[src/rtl/leb_pkg.sv]
// shared types and constants of the line edit buffer
package leb_pkg;

    localparam int CAPACITY = 64;
    localparam int POS_W    = 6;
    localparam int CHAR_W   = 8;

    localparam logic [POS_W-1:0]  LINE_MAX    = POS_W'(CAPACITY - 1);
    localparam logic [CHAR_W-1:0] CH_NL       = 8'h0A;
    localparam logic [CHAR_W-1:0] CH_CR       = 8'h0D;
    localparam logic [CHAR_W-1:0] CH_PRINT_LO = 8'h20;
    localparam logic [CHAR_W-1:0] CH_PRINT_HI = 8'h7E;

    typedef enum logic [2:0] {
        CMD_CHAR  = 3'd0,
        CMD_LEFT  = 3'd1,
        CMD_RIGHT = 3'd2,
        CMD_BKSP  = 3'd3,
        CMD_DEL   = 3'd4,
        CMD_ENTER = 3'd5,
        CMD_OTHER = 3'd6
    } cmd_t;

    typedef enum logic [2:0] {
        K_INSERT = 3'd0,
        K_LEFT   = 3'd1,
        K_RIGHT  = 3'd2,
        K_BKSP   = 3'd3,
        K_DEL    = 3'd4,
        K_ENTER  = 3'd5,
        K_BEEP   = 3'd6
    } kind_t;

    typedef struct packed {
        logic load;
        logic decode;
        logic shift_rd;
        logic shift_wr;
        logic finish;
        logic enter_rd;
        logic emit_edit;
        logic emit_char;
    } ctrl_cmd_t;

    typedef struct packed {
        kind_t kind;
        logic  enter_empty;
        logic  shift_done;
        logic  out_free;
        logic  enter_last;
    } dp_status_t;

endpackage

[src/rtl/leb_if.sv]
// key and result channel interfaces
interface leb_key_if;
    logic       valid;
    logic       ready;
    logic [2:0] command;
    logic [7:0] key_char;

    modport source (output valid, output command, output key_char, input ready);
    modport sink (input valid, input command, input key_char, output ready);
endinterface

interface leb_result_if;
    logic       valid;
    logic       ready;
    logic       beep;
    logic [5:0] cursor_pos;
    logic [5:0] line_length;
    logic       line_valid;
    logic [7:0] out_char;
    logic       last;

    modport source (output valid, output beep, output cursor_pos, output line_length,
                    output line_valid, output out_char, output last, input ready);
    modport sink (input valid, input beep, input cursor_pos, input line_length,
                  input line_valid, input out_char, input last, output ready);
endinterface

[src/rtl/leb_datapath.sv]
// line memory, cursor and length, shift engine and result register
module leb_datapath (
    input  logic                 clk,
    input  logic                 rst_n,
    input  leb_pkg::ctrl_cmd_t   cmd,
    output leb_pkg::dp_status_t  status,
    input  logic [2:0]           key_command,
    input  logic [7:0]           key_char,
    input  logic                 result_ready,
    output logic                 result_valid,
    output logic                 result_beep,
    output logic [5:0]           result_cursor_pos,
    output logic [5:0]           result_line_length,
    output logic                 result_line_valid,
    output logic [7:0]           result_out_char,
    output logic                 result_last
);
    import leb_pkg::*;

    logic [CHAR_W-1:0] line_mem [CAPACITY];

    logic [POS_W-1:0]  cursor_reg, cursor_next;
    logic [POS_W-1:0]  length_reg, length_next;
    logic              out_valid_reg, out_valid_next;

    cmd_t              cmd_reg;
    logic [CHAR_W-1:0] ch_reg;
    kind_t             kind_reg;
    kind_t             kind_dec;
    logic              beep_reg;
    logic [POS_W-1:0]  idx_reg;
    logic [POS_W-1:0]  n_reg;
    logic [CHAR_W-1:0] rdata_reg;

    logic              rd_en;
    logic [POS_W-1:0]  rd_addr;
    logic              wr_en;
    logic [POS_W-1:0]  wr_addr;
    logic [CHAR_W-1:0] wr_data;
    logic              is_ins;

    logic              ob_beep_reg;
    logic [POS_W-1:0]  ob_cursor_reg;
    logic [POS_W-1:0]  ob_length_reg;
    logic              ob_lv_reg;
    logic [CHAR_W-1:0] ob_char_reg;
    logic              ob_last_reg;

    // key classification
    always_comb
    begin
        kind_dec = K_BEEP;
        unique case (cmd_reg)
            CMD_CHAR:
            begin
                if (ch_reg == CH_NL || ch_reg == CH_CR)
                    kind_dec = K_ENTER;
                else if (ch_reg < CH_PRINT_LO || ch_reg > CH_PRINT_HI
                         || length_reg >= LINE_MAX)
                    kind_dec = K_BEEP;
                else
                    kind_dec = K_INSERT;
            end
            CMD_LEFT:  kind_dec = (cursor_reg != '0) ? K_LEFT : K_BEEP;
            CMD_RIGHT: kind_dec = (cursor_reg < length_reg) ? K_RIGHT : K_BEEP;
            CMD_BKSP:  kind_dec = (cursor_reg != '0) ? K_BKSP : K_BEEP;
            CMD_DEL:   kind_dec = (cursor_reg < length_reg) ? K_DEL : K_BEEP;
            CMD_ENTER: kind_dec = K_ENTER;
            default:   kind_dec = K_BEEP;
        endcase
    end

    assign is_ins = (kind_reg == K_INSERT);

    // insert moves the tail right, removals move it left
    always_comb
    begin
        rd_en   = cmd.shift_rd | cmd.enter_rd;
        rd_addr = (cmd.shift_rd && is_ins) ? idx_reg - POS_W'(1) : idx_reg;
        wr_en   = cmd.shift_wr | (cmd.finish & is_ins);
        if (cmd.shift_wr)
        begin
            wr_addr = is_ins ? idx_reg : idx_reg - POS_W'(1);
            wr_data = rdata_reg;
        end
        else
        begin
            wr_addr = cursor_reg;
            wr_data = ch_reg;
        end
    end

    always_ff @(posedge clk)
    begin
        if (wr_en)
            line_mem[wr_addr] <= wr_data;
        if (rd_en)
            rdata_reg <= line_mem[rd_addr];
    end

    always_comb
    begin
        cursor_next = cursor_reg;
        length_next = length_reg;
        if (cmd.decode)
        begin
            case (kind_dec)
                K_LEFT:  cursor_next = cursor_reg - POS_W'(1);
                K_RIGHT: cursor_next = cursor_reg + POS_W'(1);
                K_ENTER:
                begin
                    cursor_next = '0;
                    length_next = '0;
                end
                default: ;
            endcase
        end
        if (cmd.finish)
        begin
            case (kind_reg)
                K_INSERT:
                begin
                    cursor_next = cursor_reg + POS_W'(1);
                    length_next = length_reg + POS_W'(1);
                end
                K_BKSP:
                begin
                    cursor_next = cursor_reg - POS_W'(1);
                    length_next = length_reg - POS_W'(1);
                end
                K_DEL:   length_next = length_reg - POS_W'(1);
                default: ;
            endcase
        end
    end

    always_comb
    begin
        if (cmd.emit_edit || cmd.emit_char)
            out_valid_next = 1'b1;
        else if (result_ready)
            out_valid_next = 1'b0;
        else
            out_valid_next = out_valid_reg;
    end

    always_ff @(posedge clk or negedge rst_n)
    begin
        if (!rst_n)
        begin
            cursor_reg    <= '0;
            length_reg    <= '0;
            out_valid_reg <= 1'b0;
        end
        else
        begin
            cursor_reg    <= cursor_next;
            length_reg    <= length_next;
            out_valid_reg <= out_valid_next;
        end
    end

    always_ff @(posedge clk)
    begin
        if (cmd.load)
        begin
            cmd_reg <= cmd_t'(key_command);
            ch_reg  <= key_char;
        end
        if (cmd.decode)
        begin
            kind_reg <= kind_dec;
            beep_reg <= (kind_dec == K_BEEP);
            n_reg    <= length_reg;
            case (kind_dec)
                K_INSERT: idx_reg <= length_reg;
                K_BKSP:   idx_reg <= cursor_reg;
                K_DEL:    idx_reg <= cursor_reg + POS_W'(1);
                default:  idx_reg <= '0;
            endcase
        end
        if (cmd.shift_wr)
            idx_reg <= is_ins ? idx_reg - POS_W'(1) : idx_reg + POS_W'(1);
        if (cmd.emit_char)
            idx_reg <= idx_reg + POS_W'(1);
        if (cmd.emit_edit)
        begin
            ob_beep_reg   <= beep_reg;
            ob_cursor_reg <= cursor_reg;
            ob_length_reg <= length_reg;
            ob_lv_reg     <= 1'b0;
            ob_char_reg   <= '0;
            ob_last_reg   <= 1'b1;
        end
        if (cmd.emit_char)
        begin
            ob_beep_reg   <= 1'b0;
            ob_cursor_reg <= cursor_reg;
            ob_length_reg <= length_reg;
            ob_lv_reg     <= 1'b1;
            ob_char_reg   <= rdata_reg;
            ob_last_reg   <= status.enter_last;
        end
    end

    assign status.kind        = kind_dec;
    assign status.enter_empty = (length_reg == '0);
    assign status.shift_done  = is_ins ? (idx_reg == cursor_reg) : (idx_reg == length_reg);
    assign status.out_free    = !out_valid_reg || result_ready;
    assign status.enter_last  = ((idx_reg + POS_W'(1)) == n_reg);

    assign result_valid       = out_valid_reg;
    assign result_beep        = ob_beep_reg;
    assign result_cursor_pos  = ob_cursor_reg;
    assign result_line_length = ob_length_reg;
    assign result_line_valid  = ob_lv_reg;
    assign result_out_char    = ob_char_reg;
    assign result_last        = ob_last_reg;

endmodule

[src/rtl/leb_ctrl.sv]
// sequencing state machine of the line edit buffer
module leb_ctrl (
    input  logic                 clk,
    input  logic                 rst_n,
    input  logic                 key_valid,
    output logic                 key_ready,
    input  leb_pkg::dp_status_t  status,
    output leb_pkg::ctrl_cmd_t   cmd
);
    import leb_pkg::*;

    typedef enum logic [6:0] {
        S_IDLE       = 7'b0000001,
        S_DECODE     = 7'b0000010,
        S_SHIFT_RD   = 7'b0000100,
        S_SHIFT_WR   = 7'b0001000,
        S_EMIT       = 7'b0010000,
        S_ENTER_RD   = 7'b0100000,
        S_ENTER_EMIT = 7'b1000000
    } state_t;

    state_t state_reg, state_next;

    always_comb
    begin
        state_next = state_reg;
        cmd        = '0;
        key_ready  = 1'b0;
        unique case (state_reg)
            S_IDLE:
            begin
                key_ready = 1'b1;
                if (key_valid)
                begin
                    cmd.load   = 1'b1;
                    state_next = S_DECODE;
                end
            end
            S_DECODE:
            begin
                cmd.decode = 1'b1;
                unique case (status.kind) inside
                    K_LEFT, K_RIGHT, K_BEEP: state_next = S_EMIT;
                    K_INSERT, K_BKSP, K_DEL: state_next = S_SHIFT_RD;
                    K_ENTER: state_next = status.enter_empty ? S_EMIT : S_ENTER_RD;
                    default: state_next = S_EMIT;
                endcase
            end
            S_SHIFT_RD:
            begin
                if (status.shift_done)
                begin
                    cmd.finish = 1'b1;
                    state_next = S_EMIT;
                end
                else
                begin
                    cmd.shift_rd = 1'b1;
                    state_next   = S_SHIFT_WR;
                end
            end
            S_SHIFT_WR:
            begin
                cmd.shift_wr = 1'b1;
                state_next   = S_SHIFT_RD;
            end
            S_EMIT:
            begin
                if (status.out_free)
                begin
                    cmd.emit_edit = 1'b1;
                    state_next    = S_IDLE;
                end
            end
            S_ENTER_RD:
            begin
                cmd.enter_rd = 1'b1;
                state_next   = S_ENTER_EMIT;
            end
            S_ENTER_EMIT:
            begin
                if (status.out_free)
                begin
                    cmd.emit_char = 1'b1;
                    state_next    = status.enter_last ? S_IDLE : S_ENTER_RD;
                end
            end
            default: state_next = S_IDLE;
        endcase
    end

    always_ff @(posedge clk or negedge rst_n)
    begin
        if (!rst_n)
            state_reg <= S_IDLE;
        else
            state_reg <= state_next;
    end

endmodule

[src/rtl/line_edit_buffer_unit.sv]
// line edit buffer top level: key beats in, result beats out
// cursor moves, beeps and empty enter: decode, then emit once the output register is free
// insert, backspace, delete: decode, a read and a write per tail character moved, then emit
// enter: a read state and an emit state per character beat, so the read port paces the beats
// the next key is taken the cycle after the last beat of a key enters the output register
// rst_n clears cursor, length, output valid and the controller; the line memory is not cleared
module line_edit_buffer_unit (
    input  logic         clk,
    input  logic         rst_n,
    leb_key_if.sink      key,
    leb_result_if.source result
);
    import leb_pkg::*;

    ctrl_cmd_t  cmd;
    dp_status_t status;

    leb_ctrl u_ctrl (
        .clk       (clk),
        .rst_n     (rst_n),
        .key_valid (key.valid),
        .key_ready (key.ready),
        .status    (status),
        .cmd       (cmd)
    );

    leb_datapath u_datapath (
        .clk                (clk),
        .rst_n              (rst_n),
        .cmd                (cmd),
        .status             (status),
        .key_command        (key.command),
        .key_char           (key.key_char),
        .result_ready       (result.ready),
        .result_valid       (result.valid),
        .result_beep        (result.beep),
        .result_cursor_pos  (result.cursor_pos),
        .result_line_length (result.line_length),
        .result_line_valid  (result.line_valid),
        .result_out_char    (result.out_char),
        .result_last        (result.last)
    );

endmodule
[src/flat_wrapper.sv]
// flat-port wrapper written by rule: the top's interface ports become plain ports
module line_edit_buffer_unit_flat import leb_pkg::*;
  (clk, rst_n, key_valid, key_command, key_key_char, key_ready, result_valid, result_beep, result_cursor_pos, result_line_length, result_line_valid, result_out_char, result_last, result_ready);
  leb_key_if key_i ();
  leb_result_if result_i ();
  input  logic clk;
  input  logic rst_n;
  input wire logic [$bits(key_i.valid)-1:0] key_valid;
  input wire logic [$bits(key_i.command)-1:0] key_command;
  input wire logic [$bits(key_i.key_char)-1:0] key_key_char;
  output wire logic [$bits(key_i.ready)-1:0] key_ready;
  output wire logic [$bits(result_i.valid)-1:0] result_valid;
  output wire logic [$bits(result_i.beep)-1:0] result_beep;
  output wire logic [$bits(result_i.cursor_pos)-1:0] result_cursor_pos;
  output wire logic [$bits(result_i.line_length)-1:0] result_line_length;
  output wire logic [$bits(result_i.line_valid)-1:0] result_line_valid;
  output wire logic [$bits(result_i.out_char)-1:0] result_out_char;
  output wire logic [$bits(result_i.last)-1:0] result_last;
  input wire logic [$bits(result_i.ready)-1:0] result_ready;
  assign key_i.valid = key_valid;
  assign key_i.command = key_command;
  assign key_i.key_char = key_key_char;
  assign key_ready = key_i.ready;
  assign result_valid = result_i.valid;
  assign result_beep = result_i.beep;
  assign result_cursor_pos = result_i.cursor_pos;
  assign result_line_length = result_i.line_length;
  assign result_line_valid = result_i.line_valid;
  assign result_out_char = result_i.out_char;
  assign result_last = result_i.last;
  assign result_i.ready = result_ready;
  line_edit_buffer_unit u_core (.clk(clk), .rst_n(rst_n), .key(key_i), .result(result_i));
endmodule
[config.mk]
export PLATFORM = sky130hd
export DESIGN_NAME = line_edit_buffer_unit_flat
export DESIGN_NICKNAME = d
export VERILOG_FILES = /design/src/rtl/leb_pkg.sv /design/src/rtl/leb_if.sv /design/src/rtl/leb_datapath.sv /design/src/rtl/leb_ctrl.sv /design/src/rtl/line_edit_buffer_unit.sv /design/src/flat_wrapper.sv
export SDC_FILE = /design/constraint.sdc
export NUM_CORES = 1
export LEC_CHECK = 0
export CAP_MARGIN = 20
export CORE_MARGIN = 1.5
export CORE_UTILIZATION = 29
export CTS_CLUSTER_DIAMETER = 150
export DETAILED_ROUTE_END_ITERATION = 16
export DONT_BUFFER_PORTS = 1
export PLACE_DENSITY_LB_ADDON = 0.25
export REMOVE_ABC_BUFFERS = 1
export SLEW_MARGIN = 10
export SYNTH_ARGS = -nofsm -noshare
export SYNTH_HDL_FRONTEND = slang
export SYNTH_HIERARCHICAL = 1
export SYNTH_SLANG_ARGS = --single-unit
[constraint.sdc]
create_clock -name clk -period 12.15 [get_ports clk]
set_clock_uncertainty 0.2 [all_clocks]
set_input_delay 0.6075 -clock clk [delete_from_list [all_inputs] [get_ports clk]]
set_output_delay 0.6075 -clock clk [all_outputs]
set_load 0.05 [all_outputs]
-- Word level (Yosys, flattened, before mapping)
Memories as Yosys holds them, arrays and structs flattened. A register that Yosys moved wholly into a read port is not among the register bits.
Index checks and enable logic that the tools add are counted.
- ROM bits: 0
- bits in latches: 0
- memories: 1
- input port bits: 15
- output and inout bits: 25
- register bits after elaboration: 70
- bits in writable memories: 512
- logic and storage cells: 134
- shifts and indexed selects: 0
- add/sub/neg operators: 6
- reduce and logical (&&, ||, !) cells: 18
- bitwise operators: 3
- multiply operators: 0
- equality and inequality tests: 28
- div/mod/pow operators: 0
- muxes and demuxes: 58
- order comparisons: 4
- memories (memory ; words ; width ; rd ports ; clocked after Yosys merged registers in ; write ports ; RTL line ; RTL):
    u_core.u_datapath.line_mem ; 64 ; 8 ; 1 ; 1 ; 1 ; leb_datapath.sv:20 ; logic [CHAR_W-1:0] line_mem [CAPACITY];
- operators with widths (cell ; number):
    $mux W6 ; 18
    $pmux W7 S7 ; 1
    $pmux W6 S2 ; 3
    $pmux W6 S3 ; 2
    $mux W8 ; 3
    $mux W7 ; 3
    $mux W1 ; 20
    $add A6 B1 Y6 const B ; 3
    $eq A3 B3 Y1 const B ; 6
    $eq A6 B6 Y1 ; 3
    $pmux W3 S6 ; 1
    $sub A6 B1 Y6 const B ; 3
    $eq A8 B4 Y1 const B ; 2
    $eq A3 B2 Y1 const B ; 5
    $mux W3 ; 5
    $logic_not A3 Y1 ; 3
    $gt A8 B7 Y1 const B ; 1
    $lt A8 B6 Y1 const B ; 1
    $eq A7 B1 Y1 const B ; 1
    $eq A7 B2 Y1 const B ; 1
    $eq A7 B3 Y1 const B ; 1
    $eq A7 B4 Y1 const B ; 1
    $eq A7 B5 Y1 const B ; 1
    $eq A7 B6 Y1 const B ; 1
    20 further kinds ; 28

-- Longest topological paths before layout
Gate-level depths: netlist (run 1).
- depth after elaboration: 11
- depth in mapped cells: 19
- mapped depth without buffers: 15

-- Cells and area by module
The synthesis (run 1) kept the hierarchy.
- by module, submodules not included (module ; cells each ; area an instance (sq um) ; seq. area each (sq um) ; times used):
    leb_datapath ; 1846 ; 25405.6 ; 17421.7 ; 1
    leb_ctrl ; 67 ; 563.0 ; 176.4 ; 1

-- Worst setup path after synthesis (run 1)
No wires, ideal clock.
- path kind: register -> register
- start point: register u_core.u_datapath.kind_reg[2]
- end point: register u_core.u_datapath.rdata_reg[6] (read register of u_core.u_datapath.line_mem), data pin
- arrival time: 3490 ps
- stages on the path, launching flop included: 16
- data required time: 11682 ps
- setup time: 268 ps
- path slack: 8191 ps
- path buffers: 3
- path through: edfxtp_1 -> nor3_1 -> clkbuf_1 -> mux2i_1 -> xnor2_1 -> nand4_1 -> nor3_1 -> nor2_1 -> nor4b_4 -> nand2_1 -> xor2_1 -> clkbuf_1 -> clkbuf_1 -> o22ai_1 -> a22oi_1 -> nand4_1
- RTL lines (element ; RTL line ; RTL):
    start, declared ; leb_datapath.sv:28 ; kind_t kind_reg;
    start signal, assigned ; leb_datapath.sv:172 ; kind_reg <= kind_dec;
    end, declared ; leb_datapath.sv:33 ; logic [CHAR_W-1:0] rdata_reg;

==> results.sh, run 1 <==
export IMPL_grt_start_max_net_pins=162
export IMPL_fin_crit_sh=0.479
export IMPL_cts_resized=0
export IMPL_cap_violations=0
export IMPL_numCtsBuffers=60
export IMPL_drc_errors=11
export IMPL_yosys_cell_count_top_type="edfxtp_1"
export IMPL_port_buffers=0
export IMPL_ant_nets=0
export IMPL_crit_slowest_cell="buf_4"
export IMPL_ys_seq_area_frac=0.678
export IMPL_hold_viol=0
export IMPL_synth_commonest_cells="568 x edfxtp_1, 265 x o22ai_1, 194 x o221ai_1, 119 x nand2_1, 100 x nor2_1"
export IMPL_finalCriticalPeriod_ps=5820
export IMPL_top_register="u_core/u_datapath/line_mem"
export IMPL_synth_main_ff_cell="edfxtp_1"
export IMPL_power_density_nw_per_um2=187
export IMPL_synth_warnings=6
export IMPL_start_kind="flip-flop"
export IMPL_hold_path_depth=2
export IMPL_worst_endpoint_required_ps=12430
export IMPL_wire_per_inst_um=24.1
export IMPL_status="finished with violations"
export IMPL_rsz0062_at_grt="false"
export IMPL_maxSlewHeadroom=0.235
export IMPL_clkSinkCount=590
export IMPL_clkTransAtPathRegs_ps=60
export IMPL_cts_max_level=2
export IMPL_tns_ps=0
export IMPL_reg2reg_slack_ps=6330
export IMPL_path_buf_inv=2
export IMPL_synthesis_area_um2=26000
export IMPL_min_delay_start="result_ready"
export IMPL_die_y_um=302
export IMPL_vias=17300
export IMPL_whs_ps=42.6
export IMPL_synth_top_area_frac=0.657
export IMPL_critical_path_class="reg2reg"
export IMPL_row_count=109
export IMPL_netlist_instances=1913
export IMPL_gp_congestion=0.831
export IMPL_tightest_slew_ps=1140
export IMPL_grt_antenna_before_repair=1
export IMPL_grt_usage=0.159
export IMPL_initial_core_util=0.293
export IMPL_min_delay_path_class="in2reg"
export IMPL_dr_pass1_iters=12
export IMPL_worst_r2r_cell_count=17
export IMPL_ys_ff_latch=590
export IMPL_largest_reg_flops=512
export IMPL_diodes=0
export IMPL_nFillCells=8603
export IMPL_regToRegStartpoint="u_core/u_datapath/kind_reg[2]"
export IMPL_p_leak_nw=8.60
export IMPL_clk_path_buf_depth=3
export IMPL_setup_violations=0
export IMPL_nets=1893
export IMPL_cts_tree="done"
export IMPL_violations="design-rule violations"
export IMPL_worstHoldEndpoint="u_core/u_datapath/result_valid"
export IMPL_die_area_um2=91400
export IMPL_core_area_um2=88500
export IMPL_yosysTopAreaCell="edfxtp_1"
export IMPL_maxSlewViolCount=0
export IMPL_crit_chain="or3_1 > nand2_1 > o21ai_0 > xor2_1 > nand4_1 > nor3_1 > nor2_1 > nor4b_4 > nor3_1 > a21oi_4 > buf_4 > buf_4 > o221ai_1 > o22ai_1 > a22o_1 > a221oi_2 > nand4_1"
export IMPL_ys_top_cells_by_area="edfxtp_1 66%, o221ai_1 6.5%, o22ai_1 6.4%"
export IMPL_max_stage_delay_ps=800
export IMPL_synth_cell_types=79
export IMPL_grt_pass1_vias=16300
export IMPL_stdcell_count=3073
export IMPL_crit_family="simple AND/OR/NAND/NOR gates"
export IMPL_syn2layout_area_growth_pct=11.0
export IMPL_post_route_cells_drive_above_1_share=0.0802
export IMPL_cts_root_buf="clkbuf_16"
export IMPL_dieWidth_um=302
export IMPL_worst_path_max_fanout=65
export IMPL_fin_util=0.326
export IMPL_vdd_drop_max_mv=0.102
export IMPL_crit_cells=17
export IMPL_synth_area_per_cell_um2=13.6
export IMPL_dp_cells=2953
export IMPL_worstPathArrival_ps=6110
export IMPL_grt_remaining_overflow=0
export IMPL_finalWirelength_um=74200
export IMPL_cp_end_kind="flip-flop"
export IMPL_synthArstFlopShare=0.0339
export IMPL_worstSkewPairLatency_ps=630
export IMPL_drt_iter0_markers=2023
export IMPL_pin_count=40
export IMPL_synth_edf_count=568
export IMPL_fmaxAchievable_mhz=172
export IMPL_detail_route_vias_per_cell=5.62
export IMPL_post_dp_hpwl_um=44000
export IMPL_regToRegEndpoint="u_core/u_datapath/rdata_reg[4]"
export IMPL_grt_pass1_wl_um=110000
## layer usage
| metal | global-route usage | vias to the layer above | wire [um] |
|---|---|---|---|
| met2 | 0.244 | 623 | 33500 |
| met3 | 0.0254 | 109 | 4970 |
| li1 | - | 7751 | - |
| met4 | 0.0464 | 0 | 1800 |
| met1 | 0.231 | 8787 | 34000 |
| met5 | 0 | - | 0 |
## what timing repair did
action,4_1_cts,5_1_grt
setup buffers,0,0
endpoints found under the setup margin,0,0
hold buffers,13,0
hold endpoints to repair,32,0
## metrics by stage
stage,setup WS [ps],instance area [um2],total power [mW]
2_1_floorplan,1400,25100,3.28
3_3_place_gp,6340,26900,3.68
3_5_place_dp,6370,26900,3.70
4_1_cts,6350,28800,5.43
5_1_grt,5940,28800,5.61
6_report,6330,28800,5.39
## how the worst max path moves through the flow
| stage | to | from | slack [ps] |
|---|---|---|---|
| 2_1_floorplan | u_core/u_datapath/rdata_reg[6] | u_core/u_datapath/idx_reg[0] | 1400 |
| 3_3_place_gp | u_core/u_datapath/rdata_reg[4] | u_core/u_datapath/kind_reg[2] | 6340 |
| 3_5_place_dp | u_core/u_datapath/rdata_reg[4] | u_core/u_datapath/kind_reg[2] | 6370 |
| 4_1_cts | u_core/u_datapath/rdata_reg[4] | u_core/u_datapath/kind_reg[2] | 6350 |
| 5_1_grt | u_core/u_datapath/rdata_reg[4] | u_core/u_datapath/kind_reg[2] | 5940 |
| 6_report | u_core/u_datapath/rdata_reg[4] | u_core/u_datapath/kind_reg[2] | 6330 |
## worst register-to-register path, stage by stage, from the launching register on
cell,delay [ps]
edfxtp_1,500
or3_1,600
nand2_1,130
o21ai_0,120
xor2_1,170
nand4_1,120
nor3_1,90
nor2_1,170
nor4b_4,490
nor3_1,150
a21oi_4,160
buf_4,660
buf_4,880
o221ai_1,310
o22ai_1,320
a22o_1,360
a221oi_2,110
nand4_1,160
## where the power goes
| part | total (mW) | switching (mW) | internal, mW |
|---|---|---|---|
| combinational | 1.17 | 0.815 | 0.359 |
| clock | 1.72 | 0.765 | 0.952 |
| sequential | 2.50 | 0.107 | 2.39 |
## cell families (layout without fill, tap and decap cells)
logic type               count (synthesis)  count (layout)  share of synthesized area
AO/OA/AOI/OAI                          714             714                      0.192
flip-flops                             590             590                      0.678
AND/OR/NAND/NOR                        358             358                     0.0676
buffers and inverters                  182             177                     0.0361
XOR/XNOR                                43              43                     0.0145
adder cells (fa/ha/maj)                 14              14                    0.00703
multiplexers                            12              12                    0.00501
## cell type report
type                       instances  area [um2]  share of cell area
clock buffer                      72        1570              0.0544
clock inverter                    34         228             0.00790
inverter                          28         105             0.00365
multi-input combinational       1141        7490               0.260
sequential                       590       17600               0.611
tap                             1165        1460              0.0506
timing repair buffer              43         363              0.0126
## placed cells by master, fill, tap and decap left out, types with 22 or more instances in the layout
cell / netlist / layout
o21a_1: 31 / 31
edfxtp_1: 568 / 568
a21oi_1: 28 / 28
o221ai_1: 194 / 194
buf_4: 12 / 29
o22ai_1: 265 / 265
xnor2_1: 23 / 22
o21ai_1: 37 / 37
nor2_1: 100 / 100
inv_1: 28 / 28
o21ai_0: 88 / 88
nand2_1: 119 / 118
clkbuf_16: 0 / 60
Note: power is estimated with default switching activity, not from simulation.
==> run 2: changes to the inputs <==
Clock period 12.15 ns to 6.1 ns, I/O delays scaled along.
==> results.sh, run 2 (synthesized netlist as in run 1, its figures left out) <==
export IMPL_row_count=109
export IMPL_largest_reg_flops=512
export IMPL_vias=17400
export IMPL_cts_resized=0
export IMPL_status="finished with violations"
export IMPL_start_kind="flip-flop"
export IMPL_post_cts_buffers=0
export IMPL_mostFrequentLayoutCell="edfxtp_1"
export IMPL_fin_crit_sh=0.821
export IMPL_violations="design-rule violations"
export IMPL_multiInputGateArea_um2=7490
export IMPL_clkTransAtPathRegs_ps=60
export IMPL_grt_antenna_before_repair=0
export IMPL_post_route_cells_drive_above_1_share=0.0977
export IMPL_nets=1922
export IMPL_drc_errors=11
export IMPL_power_density_nw_per_um2=376
export IMPL_clk_path_buf_depth=3
export IMPL_nFillCells=8535
export IMPL_fmaxAchievable_mhz=200
export IMPL_design_area_um2=29300
export IMPL_wire_per_inst_um=23.8
export IMPL_die_y_um=302
export IMPL_min_delay_path_class="in2reg"
export IMPL_syn2layout_area_growth_pct=12.7
export IMPL_post_dp_hpwl_um=46100
export IMPL_pin_count=40
export IMPL_mostFrequentLayoutCells="568 x edfxtp_1, 265 x o22ai_1, 194 x o221ai_1, 118 x nand2_1, 100 x nor2_1"
export IMPL_register_area_um2=17600
export IMPL_dieWidth_um=302
export IMPL_worstPathArrival_ps=5190
export IMPL_post_place_ws_ps=1120
export IMPL_core_area_um2=88500
export IMPL_ctsHoldBuffers=14
export IMPL_diodes=0
export IMPL_top_register="u_core/u_datapath/line_mem"
export IMPL_drt_iter0_markers=1702
export IMPL_rsz0062_at_grt="false"
export IMPL_ant_nets=0
export IMPL_p_leak_nw=8.84
export IMPL_numCtsBuffers=59
export IMPL_cap_violations=0
export IMPL_hold_viol=0
export IMPL_cts_max_level=2
export IMPL_grt_pass1_wl_um=111000
export IMPL_maxSlewViolCount=0
export IMPL_gp_congestion=0.857
export IMPL_maxSlewHeadroom=0.347
export IMPL_grt_usage=0.160
export IMPL_die_area_um2=91400
export IMPL_cts_tree="done"
export IMPL_port_buffers=0
export IMPL_tightest_slew_ps=976
export IMPL_clkSinkCount=590
export IMPL_layout_setup_ws_ps=1090
export IMPL_grt_start_max_net_pins=199
export IMPL_finalWirelength_um=74100
export IMPL_grt_pass1_vias=16500
export IMPL_use_met1=0.236
export IMPL_worst_path_max_fanout=90
export IMPL_use_met2=0.246
export IMPL_worstSkewPairLatency_ps=650
export IMPL_vdd_drop_max_mv=0.235
export IMPL_critical_path_class="reg2reg"
export IMPL_detail_route_vias_per_cell=5.60
export IMPL_initial_core_util=0.293
export IMPL_finalCriticalPeriod_ps=5010
export IMPL_setup_violations=0
export IMPL_tns_ps=0
export IMPL_place_area_um2=27200
export IMPL_grt_remaining_overflow=0
export IMPL_cp_end_kind="flip-flop"
export IMPL_dr_pass1_iters=11
export IMPL_worst_endpoint_required_ps=6280
export IMPL_busiest_layer="met2"
export IMPL_met3_usage=0.0228
export IMPL_cts_root_buf="clkbuf_16"
[run 2: cell types whose count changed in the layout (fill, tap and decap cells not counted)]
cell	previous run	this run
buf_4	29	49
buf_12	0	8
clkinvlp_4	1	5
bufinv_16	2	5
clkbuf_1	10	8
clkbuf_8	2	0
clkinv_2	10	12
dlygate4sd3_1	13	15
clkbuf_16	60	61
clkinv_1	19	18
clkinv_16	1	0
clkinv_4	1	2
inv_16	0	1
[run 2: cell type report]
| type | count | share of cell area |
|---|---|---|
| sequential | 590 | 0.601 |
| multi-input combinational | 1141 | 0.256 |
| clock buffer | 69 | 0.0532 |
| tap | 1165 | 0.0498 |
| timing repair buffer | 73 | 0.0237 |
| clock inverter | 43 | 0.0121 |
| inverter | 28 | 0.00359 |
[run 2: per-stage QoR]
step,utilization,cells,power (mW),hold slack [ps]
after floorplan,-,1759,6.53,-191
after global placement,0.307,2981,7.41,-190
after detailed placement,0.307,2981,7.43,-190
after CTS,0.330,3107,11.1,55.2
after global routing,0.331,3109,11.5,89.1
final,0.331,3109,11.0,94.0
[run 2: path summary, 6_finish.rpt]
check | start | endpoint | slack, ps | cells past startpoint
min in group asynchronous | rst_n | u_core/u_datapath/cursor_reg[4] | 430 | 2
max in group asynchronous | rst_n | u_core/u_ctrl/state_reg[0] | 4710 | 3
hold reg to reg | u_core/u_datapath/beep_reg | u_core/u_datapath/result_beep | 330 | 2
setup reg to reg | u_core/u_datapath/kind_reg[2] | u_core/u_datapath/rdata_reg[4] | 1090 | 16
setup / recovery | u_core/u_datapath/kind_reg[2] | u_core/u_datapath/rdata_reg[4] | 1090 | 16
hold / removal | key_valid | u_core/u_datapath/cmd_reg[1] | 90 | 1
[run 2: layer usage]
metal	vias up	share of wire
met5	-	0
met4	0	0.019
met3	79	0.063
met2	588	0.46
met1	8941	0.46
li1	7803	-
[run 2: report_power, final]
group	internal, mW	leakage (nW)	total [mW]	switching, mW
Sequential	4.76	5.39	4.97	0.205
Clock	2.04	0.926	3.62	1.58
Combinational	0.750	2.53	2.41	1.67
[run 2: worst max-delay path, cell delays in order, from the launching register on]
cell,delay [ps]
edfxtp_1,510
or3_1,600
o21ai_0,280
xor2_1,190
nand4_1,110
nor3_1,320
nor2_1,130
or4b_4,280
nand2_8,360
buf_4,430
buf_4,210
o221ai_1,150
o21ai_0,140
o221ai_1,130
o22ai_1,110
a22oi_1,390
nand4_1,130
